**config.mk**
```make
export PLATFORM = sky130hd
export DESIGN_NAME = floppy_note_stepper_controller
export DESIGN_NICKNAME = d
export VERILOG_FILES = /design/src/rtl/core/fnsc_pkg.sv /design/src/rtl/core/fnsc_out_buf.sv /design/src/rtl/core/floppy_note_stepper_controller.sv
export VERILOG_INCLUDE_DIRS = /design/src /design/src/rtl/core
export SDC_FILE = /design/constraint.sdc
export NUM_CORES = 1
export LEC_CHECK = 0
export BUFFER_PORTS_ARGS = -buffer_cell sky130_fd_sc_hd__buf_4
export CORE_ASPECT_RATIO = 1.5
export CORE_MARGIN = 2
export CORE_UTILIZATION = 67
export CTS_CLUSTER_SIZE = 24
export DETAILED_ROUTE_END_ITERATION = 10
export GPL_ROUTABILITY_DRIVEN = 0
export GPL_TIMING_DRIVEN = 0
export PLACE_DENSITY = 0.85
export SYNTH_ARGS = -nofsm -noshare
export SYNTH_HDL_FRONTEND = slang
export SYNTH_SLANG_ARGS = --single-unit
```
**constraint.sdc**
```tcl
create_clock -name i_clk -period 13.98 [get_ports i_clk]
set_input_delay 1.398 -clock i_clk [delete_from_list [all_inputs] [get_ports i_clk]]
set_output_delay 1.398 -clock i_clk [all_outputs]
set_load 0.005 [all_outputs]
```
**src/rtl/core/assert_macros.svh**
```systemverilog
// assertion macros shared by the rtl files
`ifndef ASSERT_MACROS_SVH
`define ASSERT_MACROS_SVH
`ifndef SYNTHESIS
`define ASSERT_RST(label, clk, rst_n, prop, msg) \
    label: assert property (@(posedge clk) disable iff (!rst_n) (prop)) else $error(msg);
`define ASSERT_ALWAYS(label, clk, prop, msg) \
    label: assert property (@(posedge clk) (prop)) else $error(msg);
`else
`define ASSERT_RST(label, clk, rst_n, prop, msg)
`define ASSERT_ALWAYS(label, clk, prop, msg)
`endif
`endif

```
**src/rtl/core/fnsc_pkg.sv**
```systemverilog
// types, codes and tables of the floppy note stepper controller
package fnsc_pkg;

    localparam int NOTE_TABLE_DEPTH_DEF = 128;

    localparam logic [7:0] MAX_HEAD_RESET = 8'd158;
    localparam logic [6:0] MAX_NOTE_RESET = 7'd59;

    typedef enum logic [1:0] {
        MODE_IDLE = 2'd0,
        MODE_RUN  = 2'd1,
        MODE_OFF  = 2'd2
    } t_mode;

    typedef enum logic [1:0] {
        OP_CMD  = 2'd0,
        OP_TONE = 2'd1,
        OP_LED  = 2'd2,
        OP_NOP  = 2'd3
    } t_op;

    typedef enum logic {
        CFG_MAX_HEAD = 1'b0,
        CFG_MAX_NOTE = 1'b1
    } t_cfg_addr;

    localparam logic [7:0] CMD_OFF       = 8'hFF;
    localparam logic [7:0] CMD_RUN       = 8'hFE;
    localparam logic [7:0] CMD_IDLE      = 8'hFD;
    localparam logic [7:0] CMD_TONE_STOP = 8'h80;

    // one result word, highest bits first
    typedef struct packed {
        logic [7:0] head_position;
        logic [1:0] run_mode;
        logic       blue_lit;
        logic       green_lit;
        logic       red_lit;
        logic       motor_on;
        logic       direction_down;
        logic       step_level;
    } t_result;

    // step period in tone ticks, by note number
    localparam logic [15:0] PERIOD_ROM [128] = '{
        16'd61156, 16'd57723, 16'd54483, 16'd51425, 16'd48539, 16'd45815, 16'd43243,
        16'd40816, 16'd38525, 16'd36363, 16'd34322, 16'd32396, 16'd30578, 16'd28861,
        16'd27241, 16'd25712, 16'd24269, 16'd22907, 16'd21621, 16'd20408, 16'd19262,
        16'd18181, 16'd17161, 16'd16198, 16'd15289, 16'd14430, 16'd13620, 16'd12856,
        16'd12134, 16'd11453, 16'd10810, 16'd10204, 16'd9631, 16'd9090, 16'd8580,
        16'd8099, 16'd7644, 16'd7215, 16'd6810, 16'd6428, 16'd6067, 16'd5726,
        16'd5405, 16'd5102, 16'd4815, 16'd4545, 16'd4290, 16'd4049, 16'd3822,
        16'd3607, 16'd3405, 16'd3214, 16'd3033, 16'd2863, 16'd2702, 16'd2551,
        16'd2407, 16'd2272, 16'd2145, 16'd2024, 16'd1911, 16'd1803, 16'd1702,
        16'd1607, 16'd1516, 16'd1431, 16'd1351, 16'd1275, 16'd1203, 16'd1136,
        16'd1072, 16'd1012, 16'd955, 16'd901, 16'd851, 16'd803, 16'd758,
        16'd715, 16'd675, 16'd637, 16'd601, 16'd568, 16'd536, 16'd506,
        16'd477, 16'd450, 16'd425, 16'd401, 16'd379, 16'd357, 16'd337,
        16'd318, 16'd300, 16'd284, 16'd268, 16'd253, 16'd238, 16'd225,
        16'd212, 16'd200, 16'd189, 16'd178, 16'd168, 16'd159, 16'd150,
        16'd142, 16'd134, 16'd126, 16'd119, 16'd112, 16'd106, 16'd100,
        16'd94, 16'd89, 16'd84, 16'd79, 16'd75, 16'd71, 16'd67,
        16'd63, 16'd59, 16'd56, 16'd53, 16'd50, 16'd47, 16'd44,
        16'd42, 16'd39
    };

    // rgb colour for a pitch class, red in the top byte
    function automatic logic [23:0] hue_of(input logic [3:0] pc);
        logic [23:0] rgb;
        unique case (pc)
            4'd0:    rgb = 24'hFF0000;
            4'd1:    rgb = 24'hFF2222;
            4'd2:    rgb = 24'hFFFF00;
            4'd3:    rgb = 24'hFF6600;
            4'd4:    rgb = 24'hFF00FF;
            4'd5:    rgb = 24'h0000FF;
            4'd6:    rgb = 24'h2222FF;
            4'd7:    rgb = 24'h00FFFF;
            4'd8:    rgb = 24'h33DDDD;
            4'd9:    rgb = 24'h00FF00;
            4'd10:   rgb = 24'h22FF22;
            4'd11:   rgb = 24'hFFFFFF;
            default: rgb = 24'h000000;
        endcase
        return rgb;
    endfunction

    // note mod 12: quotient by multiply with 43/512, exact below 128
    function automatic logic [3:0] pitch_class(input logic [6:0] note);
        logic [12:0] prod;
        logic [3:0]  q;
        logic [6:0]  q12;
        prod = 13'(note) * 13'd43;
        q    = prod[12:9];
        q12  = 7'({q, 3'b000}) + 7'({q, 2'b00});
        return 4'(note - q12);
    endfunction

endpackage

```
**src/rtl/core/fnsc_out_buf.sv**
```systemverilog
// two-entry result buffer between the state update and the master stream
module fnsc_out_buf
    import fnsc_pkg::*;
(
    input  logic    i_clk,
    input  logic    i_rst_n,
    input  logic    i_push,
    input  t_result i_item,
    output logic    o_space,
    output logic    o_valid,
    input  logic    i_ready,
    output t_result o_item
);

`include "assert_macros.svh"

    logic [1:0] r_count;
    logic [1:0] n_count;
    t_result    r_head;
    t_result    r_tail;
    logic       w_pop;

    assign w_pop   = (r_count != 2'd0) && i_ready;
    assign o_valid = (r_count != 2'd0);
    assign o_space = (r_count != 2'd2);
    assign o_item  = r_head;

    always_comb begin
        n_count = r_count;
        if (i_push && !w_pop) begin
            n_count = r_count + 2'd1;
        end else if (!i_push && w_pop) begin
            n_count = r_count - 2'd1;
        end
    end

    always_ff @(posedge i_clk) begin
        if (!i_rst_n) begin
            r_count <= 2'd0;
        end else begin
            r_count <= n_count;
        end
    end

    always_ff @(posedge i_clk) begin
        if ((r_count == 2'd0 && i_push) || (r_count == 2'd1 && i_push && w_pop)) begin
            r_head <= i_item;
        end else if (r_count == 2'd2 && w_pop) begin
            r_head <= r_tail;
        end
        if (r_count == 2'd1 && i_push && !w_pop) begin
            r_tail <= i_item;
        end
    end

    `ASSERT_RST(a_count_range, i_clk, i_rst_n, r_count != 2'd3, "result buffer count out of range")
    `ASSERT_RST(a_no_push_full, i_clk, i_rst_n, !(i_push && r_count == 2'd2), "push into a full buffer")
    `ASSERT_RST(a_held_when_stalled, i_clk, i_rst_n, (o_valid && !i_ready) |=> (o_valid && $stable(o_item)), "head word lost while stalled")

endmodule

```
**src/rtl/core/floppy_note_stepper_controller.sv**
```systemverilog
// top level of the floppy note stepper controller
// Slave stream: one word per event. tuser is the kind (command byte, tone tick,
// LED tick, no-op), tdata the command byte, read only for command words.
// Master stream: one result word per accepted input word, the block's state
// after that event: step pin, direction, motor enable, the three LED levels of
// the PWM phase, mode and head position.
// Config channel: i_cfg_addr 0 writes the turn-around head position, 1 the
// highest note; always ready, write only while no word is in flight.
// Each result is registered in the result buffer as its input word is accepted.
// Throughput: one word per cycle while the result buffer has space; the
// whole state update is one pass of compares and increments from the state
// registers into a two-entry result buffer.
// Stall: while the master side stalls, the buffer absorbs up to two results;
// s_axis_tready drops only when both are held.
// Reset (synchronous, active low): mode idle, head 0 moving up, motor, tone and
// LEDs off, tone period of the last note-table entry, registers at defaults.
// Mode off ignores every word until the next reset.
module floppy_note_stepper_controller
    import fnsc_pkg::*;
#(
    parameter int NOTE_TABLE_DEPTH = NOTE_TABLE_DEPTH_DEF
) (
    input  logic        i_clk,
    input  logic        i_rst_n,
    input  logic        s_axis_tvalid,
    output logic        s_axis_tready,
    input  logic [7:0]  s_axis_tdata,   // [7:0] command
    input  logic [1:0]  s_axis_tuser,   // [1:0] op
    output logic        m_axis_tvalid,
    input  logic        m_axis_tready,
    // [0] step_level [1] direction_down [2] motor_on [3] red_lit [4] green_lit
    // [5] blue_lit [7:6] run_mode [15:8] head_position
    output logic [15:0] m_axis_tdata,
    input  logic        i_cfg_valid,
    output logic        o_cfg_ready,
    input  logic        i_cfg_addr,
    input  logic [7:0]  i_cfg_data
);

`include "assert_macros.svh"

    localparam logic [6:0] LAST_NOTE = 7'(NOTE_TABLE_DEPTH - 1);
    localparam logic [7:0] DEPTH_LIM = 8'(NOTE_TABLE_DEPTH - 1);

    logic        w_accept;
    logic        w_space;
    t_op         w_op;
    t_result     w_item;
    t_result     w_out_item;

    logic [7:0]  r_max_head;
    logic [6:0]  r_max_note;

    t_mode       r_mode,      n_mode;
    logic [7:0]  r_head,      n_head;
    logic        r_dir_down,  n_dir_down;
    logic        r_step,      n_step;
    logic        r_motor,     n_motor;
    logic        r_tone_en,   n_tone_en;
    logic        r_led_en,    n_led_en;
    logic [15:0] r_tone_cnt,  n_tone_cnt;
    logic [15:0] r_period,    n_period;
    logic [7:0]  r_phase,     n_phase;
    logic [7:0]  r_level [3];
    logic [7:0]  n_level [3];
    logic [2:0]  r_lit,       n_lit;

    logic [23:0] w_hue;
    logic        w_note_ok;
    logic        w_dir_tmp;

    assign w_op          = t_op'(s_axis_tuser);
    assign w_accept      = s_axis_tvalid && s_axis_tready;
    assign s_axis_tready = w_space;
    assign o_cfg_ready   = 1'b1;

    assign w_hue     = hue_of(pitch_class(s_axis_tdata[6:0]));
    assign w_note_ok = (s_axis_tdata <= {1'b0, r_max_note}) && (s_axis_tdata <= DEPTH_LIM);

    // config registers
    always_ff @(posedge i_clk) begin
        if (!i_rst_n) begin
            r_max_head <= MAX_HEAD_RESET;
            r_max_note <= MAX_NOTE_RESET;
        end else if (i_cfg_valid && o_cfg_ready) begin
            unique case (t_cfg_addr'(i_cfg_addr))
                CFG_MAX_HEAD: r_max_head <= i_cfg_data;
                CFG_MAX_NOTE: r_max_note <= i_cfg_data[6:0];
            endcase
        end
    end

    // next state for one accepted word
    always_comb begin
        n_mode     = r_mode;
        n_head     = r_head;
        n_dir_down = r_dir_down;
        n_step     = r_step;
        n_motor    = r_motor;
        n_tone_en  = r_tone_en;
        n_led_en   = r_led_en;
        n_tone_cnt = r_tone_cnt;
        n_period   = r_period;
        n_phase    = r_phase;
        n_level    = r_level;
        n_lit      = r_lit;
        w_dir_tmp  = r_dir_down;
        if (w_accept && r_mode != MODE_OFF) begin
            unique case (w_op)
                OP_CMD: begin
                    priority if (s_axis_tdata == CMD_OFF) begin
                        n_mode = MODE_OFF;
                    end else if (s_axis_tdata == CMD_RUN) begin
                        n_led_en = 1'b1;
                        n_motor  = 1'b1;
                        n_mode   = MODE_RUN;
                    end else if (s_axis_tdata == CMD_IDLE) begin
                        n_mode    = MODE_IDLE;
                        n_level   = '{default: 8'h00};
                        n_tone_en = 1'b0;
                        n_led_en  = 1'b0;
                        n_lit     = 3'b000;
                        n_motor   = 1'b0;
                    end else if (r_mode == MODE_RUN && s_axis_tdata == CMD_TONE_STOP) begin
                        n_tone_en = 1'b0;
                        n_level   = '{default: 8'h00};
                    end else if (r_mode == MODE_RUN && w_note_ok) begin
                        n_period   = PERIOD_ROM[s_axis_tdata[6:0]];
                        n_tone_cnt = 16'd0;
                        n_tone_en  = 1'b1;
                        n_level[0] = w_hue[23:16];
                        n_level[1] = w_hue[15:8];
                        n_level[2] = w_hue[7:0];
                    end else begin
                        n_mode = r_mode;
                    end
                end
                OP_TONE: begin
                    if (r_tone_cnt != r_period) begin
                        n_tone_cnt = r_tone_cnt + 16'd1;
                    end else begin
                        n_tone_cnt = 16'd0;
                        if (r_tone_en) begin
                            // turn down at the top, back up at zero
                            if (r_head == r_max_head) begin
                                w_dir_tmp = 1'b1;
                            end
                            if (r_head == 8'd0) begin
                                w_dir_tmp = 1'b0;
                            end
                            n_dir_down = w_dir_tmp;
                            n_head     = w_dir_tmp ? r_head - 8'd1 : r_head + 8'd1;
                            n_step     = !r_step;
                        end
                    end
                end
                OP_LED: begin
                    if (r_led_en) begin
                        n_phase = r_phase + 8'd1;
                        for (int k = 0; k < 3; k++) begin
                            if (n_phase == 8'd0 && r_level[k] != 8'd0) begin
                                n_lit[k] = 1'b1;
                            end
                            if (n_phase == r_level[k]) begin
                                n_lit[k] = 1'b0;
                            end
                        end
                    end
                end
                OP_NOP: begin
                    n_mode = r_mode;
                end
            endcase
        end
    end

    always_ff @(posedge i_clk) begin
        if (!i_rst_n) begin
            r_mode     <= MODE_IDLE;
            r_head     <= 8'd0;
            r_dir_down <= 1'b0;
            r_step     <= 1'b0;
            r_motor    <= 1'b0;
            r_tone_en  <= 1'b0;
            r_led_en   <= 1'b0;
            r_tone_cnt <= 16'd0;
            r_period   <= PERIOD_ROM[LAST_NOTE];
            r_phase    <= 8'd0;
            r_level    <= '{default: 8'h00};
            r_lit      <= 3'b000;
        end else begin
            r_mode     <= n_mode;
            r_head     <= n_head;
            r_dir_down <= n_dir_down;
            r_step     <= n_step;
            r_motor    <= n_motor;
            r_tone_en  <= n_tone_en;
            r_led_en   <= n_led_en;
            r_tone_cnt <= n_tone_cnt;
            r_period   <= n_period;
            r_phase    <= n_phase;
            r_level    <= n_level;
            r_lit      <= n_lit;
        end
    end

    // result word shows the state after the event
    always_comb begin
        w_item.step_level     = n_step;
        w_item.direction_down = n_dir_down;
        w_item.motor_on       = n_motor;
        w_item.red_lit        = n_lit[0];
        w_item.green_lit      = n_lit[1];
        w_item.blue_lit       = n_lit[2];
        w_item.run_mode       = n_mode;
        w_item.head_position  = n_head;
    end

    fnsc_out_buf u_out_buf (
        .i_clk   (i_clk),
        .i_rst_n (i_rst_n),
        .i_push  (w_accept),
        .i_item  (w_item),
        .o_space (w_space),
        .o_valid (m_axis_tvalid),
        .i_ready (m_axis_tready),
        .o_item  (w_out_item)
    );

    assign m_axis_tdata = w_out_item;

    `ASSERT_RST(a_off_sticks, i_clk, i_rst_n, r_mode == MODE_OFF |=> r_mode == MODE_OFF, "left off mode without reset")
    `ASSERT_RST(a_count_le_period, i_clk, i_rst_n, r_tone_cnt <= r_period, "tone counter passed its period")
    `ASSERT_RST(a_step_on_tick, i_clk, i_rst_n, ($past(i_rst_n) && !$stable(r_step)) |-> $past(w_accept && w_op == OP_TONE && r_tone_en), "step pin moved without a tone tick")
    `ASSERT_RST(a_idle_dark, i_clk, i_rst_n, (r_mode == MODE_IDLE && !r_led_en) |-> (r_lit == 3'b000), "led lit with pwm stopped in idle")

endmodule
```
==> out/metrics.yaml, run 1 <==
status: "finished, final reports clean"
first_iter_violations: 619
cts_buffers: 17
ys.warnings.count: 0
final_util: 0.7707
power_frac_seq: 0.343
avgSynthCellArea_um2: 8.510
final_nets: 1131
cts_max_path_buffers: 2
arrival_ns: 6.55
die_x_um: 95.24
max_stage_delay_ns: 0.62
wl_um: 24340
clkSinkCount: 115
netlist_instances: 983
grt_pass1_wl_um: 38770
synth_edf_count: 32
layout_common_cells: "nand2_1 (114), dfxtp_1 (83), nor2_1 (70), a21oi_1 (63), ha_1 (58)"
final_area_um2: 9498
synth-main-ff-cell: "dfxtp_1"
grt_pass1_vias: 7819
clockRootBuffer: "clkbuf_16"
layout.cells.non_filler: 1211
dp.cells: 1179
slew_headroom: 0.3486
antenna_found_initial: 1
powerDensity_nw_per_um2: 120.7
period_share: 0.4442
endpoint_kind: "flop"
worst_pin_slew_ns: 0.9697
dr.pass1.iters: 6
final.setup.tns_ns: 0
p_comb_frac: 0.252
grt_usage: 0.3742
switchingPower_uw: 345.1
vias: 7998
start_util: 0.6788
die_h_um: 140.9
syn_to_final_growth_pct: 13.54
post_cts_buffers: 0
io_buffers: 40
dieArea_um2: 13410
cts_tree: "done"
netlist_top_cells_area: "dfxtp_1 (20%), edfxtp_1 (11%), ha_1 (8.7%)"
syn-cell-area_um2: 8366
period_minus_slack_ns: 6.210
ys_ff_latch: 115
internal_power_uw: 801.6
crit_type: "input pin to flop"
path_common_cell: "ha_1"
critPathRequiredTime_ns: 14.32
ctsHoldBuffers: 0
maxSlewViolCount: 0
cts.repair.resized: 0
ys_types: 87
drt-wirelength-per-cell_um: 20.10
path_clk_slew_ns: 0.06
startpoint_type: "input pin"
yosysTopAreaCell: "dfxtp_1"
insertion_delay_ns: 0.43
io_pins: 43
power.share.clock: 0.405
fillerInstances: 863
worstPathCellList: "buf_4, inv_1, buf_1, ha_1, ha_1, inv_1, fa_1, inv_1, ha_1, o2111ai_1, a21oi_1, or3_1, and2_1, ha_1, xnor2_1, xnor2_1, xnor2_1, xnor2_2, nand4_1, o211ai_1"
maxCapViolCount: 0
worstPathMaxFanout: 10
clock_skew_ns: 0.006231
ant_nets: 0
layout.cells.most_common: "nand2_1"
core.rowCount: 50
finalHoldViolations: 0
grt.overflow.total: 0
vias_per_cell: 6.604
syn_nets: 1072
diodes: 0
rsz0062_at_grt: "no"
min-delay-path-class: "flop to flop"
p_sw_frac: 0.3009
synthArstFlopShare: 0
hpwl_um: 17190
synth-seq-area-share: 0.3135
slowest_stage: "xnor2_2"
hold_slack_ns: 0.4646
leakage_uw: 0.003818
multi_input_area_um2: 5271
synth_top_area_share: 0.1986
core_area_um2: 12320
cts.htree.levels: 4
drive_gt1_frac: 0.1422
route.detailed.drc: 0
grt_max_degree: 17
finalSetupViolations: 0
register_area_um2: 2623
timing.fmax_mhz: 161.0
placed_area_um2: 8861
peakVddDrop_uv: 78.48
[power groups by stage]
stage	combinational, uW	clock (uW)	sequential [uW]
6_report	289	464	394
2_1_floorplan	179	0	400
5_1_grt	316	475	396
4_1_cts	282	462	394
3_3_place_gp	268	0	397
3_5_place_dp	277	0	400
[flip-flops by register name, summed over array words and instances (netlist names), 2 cells and up]
register / cells
r_lit: 3
u_out_buf.r_count: 2
u_out_buf.o_item: 16
u_out_buf.r_tail: 16
r_mode: 2
r_phase: 8
r_max_head: 8
r_period: 16
r_tone_cnt: 16
r_level: 8
r_head: 8
r_max_note: 7
[cells in the mapped netlist, types with 16 or more instances]
cell type and n:
nand2_1 114, xnor2_1 31, nand3_1 39, mux2_2 23
mux2i_1 18, nor2_1 70, xor2_1 18, inv_1 50
dfxtp_1 83, edfxtp_1 32, ha_1 58, o21ai_0 50
buf_2 16, a21oi_1 63, and2_1 21, clkbuf_1 38
[per-layer routing]
metal  GRT usage  vias to the layer above  part of all wire
met5           0                        -                 0
met4      0.2822                        0             0.077
met3     0.09621                      144             0.077
met2      0.6338                      483              0.50
met1      0.3861                     3709              0.35
li1            -                     3662                 -
[critical path, delay by kind of cell]
family                     cells  cell delay (ns)
AOI/OAI and AO/OA              3             0.44
and+or+nand+nor                3             0.85
adders and majority gates      5             1.70
buffers and inverters          5             1.01
xor gates and xnor gates       4             1.13
[per-stage QoR]
stage / setup slack, ns / power (uW)
3_3_place_gp: 7.571 / 665.4
6_report: 7.770 / 1147
5_1_grt: 7.547 / 1187
3_5_place_dp: 7.445 / 676.6
4_1_cts: 7.895 / 1138
2_1_floorplan: 8.446 / 578.7
[kinds of logic after synthesis]
group	after synthesis	synth area share
AOI/OAI and AO/OA	244	0.1947
xor gates and xnor gates	51	0.05519
adders and majority gates	65	0.1035
buffers and inverters	116	0.05713
DFF	115	0.3135
muxes	48	0.07045
other	1	0.0004483
and+or+nand+nor	343	0.2051
[worst paths after layout]
check | startpoint | to | slack (ns) | cells past startpoint
max | s_axis_tdata[5] | r_level[20]$_SDFFE_PN0P_ | 7.77 | 20
min | r_period[13]$_SDFFE_PN0P_ | r_period[13]$_SDFFE_PN0P_ | 0.46 | 2
max reg2reg | r_head[0]$_SDFF_PN0_ | u_out_buf.o_item[15]$_DFFE_PP_ | 10.41 | 13
min reg2reg | r_period[13]$_SDFFE_PN0P_ | r_period[13]$_SDFFE_PN0P_ | 0.46 | 2
[final cells by class]
cell class	count	share of cell area
Sequential cell	115	0.2761
Buffer	62	0.02898
Multi-Input combinational cell	752	0.5550
Timing Repair Buffer	40	0.03162
Inverter	54	0.02134
Clock buffer	18	0.04519
Clock inverter	14	0.02121
Tap cell	156	0.02055
(Power assumes the default switching activity.)
==> inputs of run 2 (changes only) <==
--- a/config.mk
+++ b/config.mk
@@ -6,15 +6,16 @@
 export SDC_FILE = /design/constraint.sdc
 export NUM_CORES = 1
 export LEC_CHECK = 0
+export ABC_AREA = 1
 export BUFFER_PORTS_ARGS = -buffer_cell sky130_fd_sc_hd__buf_4
 export CORE_ASPECT_RATIO = 1.5
 export CORE_MARGIN = 2
-export CORE_UTILIZATION = 67
+export CORE_UTILIZATION = 57
 export CTS_CLUSTER_SIZE = 24
 export DETAILED_ROUTE_END_ITERATION = 10
 export GPL_ROUTABILITY_DRIVEN = 0
 export GPL_TIMING_DRIVEN = 0
-export PLACE_DENSITY = 0.85
+export PLACE_DENSITY = 0.77
 export SYNTH_ARGS = -nofsm -noshare
 export SYNTH_HDL_FRONTEND = slang
 export SYNTH_SLANG_ARGS = --single-unit
==> constraint.sdc (replaced) <==
create_clock -name i_clk -period 5.3 [get_ports i_clk]
set_input_delay 0.53 -clock i_clk [delete_from_list [all_inputs] [get_ports i_clk]]
set_output_delay 0.53 -clock i_clk [all_outputs]
set_load 0.005 [all_outputs]
==> run 2 against run 1 <==
  * Worst setup slack got worse by 7.1 ns
  * Hold slack lost 0.12 ns
  * Largest power group unchanged
  * Area after synthesis shrank 1.1%
  * Synthesized cell count grew 22%
  * Die area rose by 16%
  * Sequential share of layout area grew 0.19 points
==> out/metrics.yaml, run 2 <==
synthArstFlopShare: 0
synthXorXnorAreaFrac: 0.03766
cts.htree.levels: 4
ys_top_cells_by_count: "nand2_1 (290), inv_1 (149), o21ai_0 (114), nor2_1 (112), a21oi_1 (84)"
muxShareOfSynthArea: 0
cts.repair.resized: 0
peakVddDrop_uv: 197.9
synth-main-ff-cell: "dfxtp_1"
slew_headroom: 0.4839
yosysTopAreaCell: "dfxtp_1"
clkSinkCount: 115
cts_max_path_buffers: 2
ctsHoldBuffers: 0
wl_um: 22710
netlist_instances: 1195
grt_pass1_vias: 7886
slowest_stage: "fa_1"
synth_edf_count: 32
rrSetupSlack_ns: 1.76
post_cts_buffers: 0
layout.cells.most_common: "nand2_1"
hold_slack_ns: 0.3453
maxCapViolCount: 0
worst_pin_slew_ns: 0.7661
status: "finished, final reports clean"
ys_ff_latch: 115
yosys.area_share.adder: 0.1047
grt_usage: 0.3072
critPathTopFamily: "adder cells"
ant_nets: 0
vias_per_cell: 5.596
ys.warnings.count: 0
synth-simple-area-share: 0.2650
finalSetupViolations: 0
critPathLaunch: "s_axis_tdata[4]"
synth-seq-area-share: 0.3170
grt_pass1_wl_um: 37220
io_buffers: 41
endpoint_kind: "flop"
cts_buffers: 17
syn-cell-area_um2: 8273
clock_skew_ns: 0.007513
crit_path_end: "r_level[20]$_SDFFE_PN0P_"
worstPathMaxFanout: 10
clockRootBuffer: "clkbuf_16"
reg2reg_to: "u_out_buf.o_item[13]$_DFFE_PP_"
synth_compound_area_frac: 0.1803
r2r_cells: 16
critPathRequiredTime_ns: 5.64
core.rowCount: 53
crit_type: "input pin to flop"
post-synth-top-count-cell: "nand2_1"
grt.overflow.total: 0
finalHoldViolations: 0
dieArea_um2: 15510
min-delay-path-class: "input pin to flop"
hpwl_um: 17250
avgSynthCellArea_um2: 6.923
path_clk_slew_ns: 0.05
dr.pass1.iters: 6
timing.fmax_mhz: 215.4
die_x_um: 102.4
path_common_cell: "nand2_1"
insertion_delay_ns: 0.41
critPathBufInv: 7
first_iter_violations: 537
final_nets: 1346
reg2reg_from: "r_head[3]$_SDFF_PN0_"
syn_to_final_growth_pct: 14.02
ys_types: 53
layout.cells.non_filler: 1462
maxSlewViolCount: 0
die_h_um: 151.6
synth_top_area_share: 0.2008
grt_max_degree: 17
netlist_top_cells_area: "dfxtp_1 (20%), nand2_1 (13%), edfxtp_1 (12%)"
period_share: 0.8761
powerDensity_nw_per_um2: 316.6
startpoint_type: "input pin"
rsz0062_at_grt: "no"
arrival_ns: 4.98
cp.depth: 29
drive_gt1_frac: 0.1079
syn_nets: 1284
drt-wirelength-per-cell_um: 15.53
dp.cells: 1429
final.setup.tns_ns: 0
cts_tree: "done"
fin_ws_ns: 0.6569
hold_depth: 3
fillerInstances: 1245
start_util: 0.5857
route.detailed.drc: 0
synth_top_family_by_area: "simple AND/OR/NAND/NOR gates"
io_pins: 43
vias: 8181
leakage_uw: 0.004273
antenna_found_initial: 0
max_stage_delay_ns: 0.54
fin_total_pwr_uw: 2987
pre_cts_ws_ns: 0.2625
period_minus_slack_ns: 4.643
layout_common_cells: "nand2_1 (290), inv_1 (149), o21ai_0 (113), nor2_1 (112), a21oi_1 (84)"
core_area_um2: 14120
diodes: 0
## run 2: report_power, final
group / total (uW) / switching (uW) / leakage, uW / internal [uW]
registers: 1050 / 33.9 / 0.000977 / 1020
logic: 787 / 493 / 0.00301 / 294
clock network: 1150 / 411 / 0.000289 / 738
total: 2990 / 938 / 0.00427 / 2050
## run 2: per-stage QoR
step                  util  cell area [um2]
floorplan                -             8273
global placement    0.6245             8821
detailed placement  0.6250             8828
CTS                 0.6670             9422
global route        0.6678             9433
finish              0.6678             9433
## run 2: kinds of logic (layout without fill, tap and decap cells)
kind of cell    Yosys count  after routing
flops                   115            115
fa+ha+maj                65             65
xor+xnor                 33             33
other cells               1              1
compound gates          265            265
simple gates            516            516
buf+inv                 200            275
## run 2: worst min path at each step
| stage | slack, ns | start | endpoint |
|---|---|---|---|
| 4_1_cts | 0.34 | i_cfg_data[3] | r_max_head[3]$_SDFFE_PN1P_ |
| 2_1_floorplan | 0.43 | r_max_note[2]$_SDFFE_PN0P_ | r_max_note[2]$_SDFFE_PN0P_ |
| 3_3_place_gp | 0.45 | r_max_note[6]$_SDFFE_PN0P_ | r_max_note[6]$_SDFFE_PN0P_ |
| 6_report | 0.35 | i_cfg_data[3] | r_max_head[3]$_SDFFE_PN1P_ |
| 3_5_place_dp | 0.46 | r_max_head[5]$_SDFFE_PN0P_ | r_max_head[5]$_SDFFE_PN0P_ |
| 5_1_grt | 0.35 | i_cfg_data[5] | r_max_note[5]$_SDFFE_PN1P_ |
## run 2: final cells by class
type | count | area, um2 | area share
buffer | 38 | 177.7 | 0.01884
clock buffer | 19 | 432.9 | 0.04589
clock inverter | 13 | 160.2 | 0.01698
inverter | 162 | 608.1 | 0.06446
multi-input combinational | 880 | 4865 | 0.5157
sequential | 115 | 2623 | 0.2780
tap | 192 | 240.2 | 0.02547
timing repair buffer | 43 | 326.6 | 0.03462
## run 2: worst min-delay path, cell delays in order
cell	delay [ns]
buf_4	0.09
nand2_1	0.05
nand3_1	0.07
## run 2: metal layers
metal / vias to the layer above / global-route usage / part of all wire
li1: 4055 / - / -
met5: - / 0 / 0
met1: 3703 / 0.3408 / 0.39
met3: 111 / 0.04404 / 0.047
met2: 312 / 0.5405 / 0.50
met4: 0 / 0.1980 / 0.061
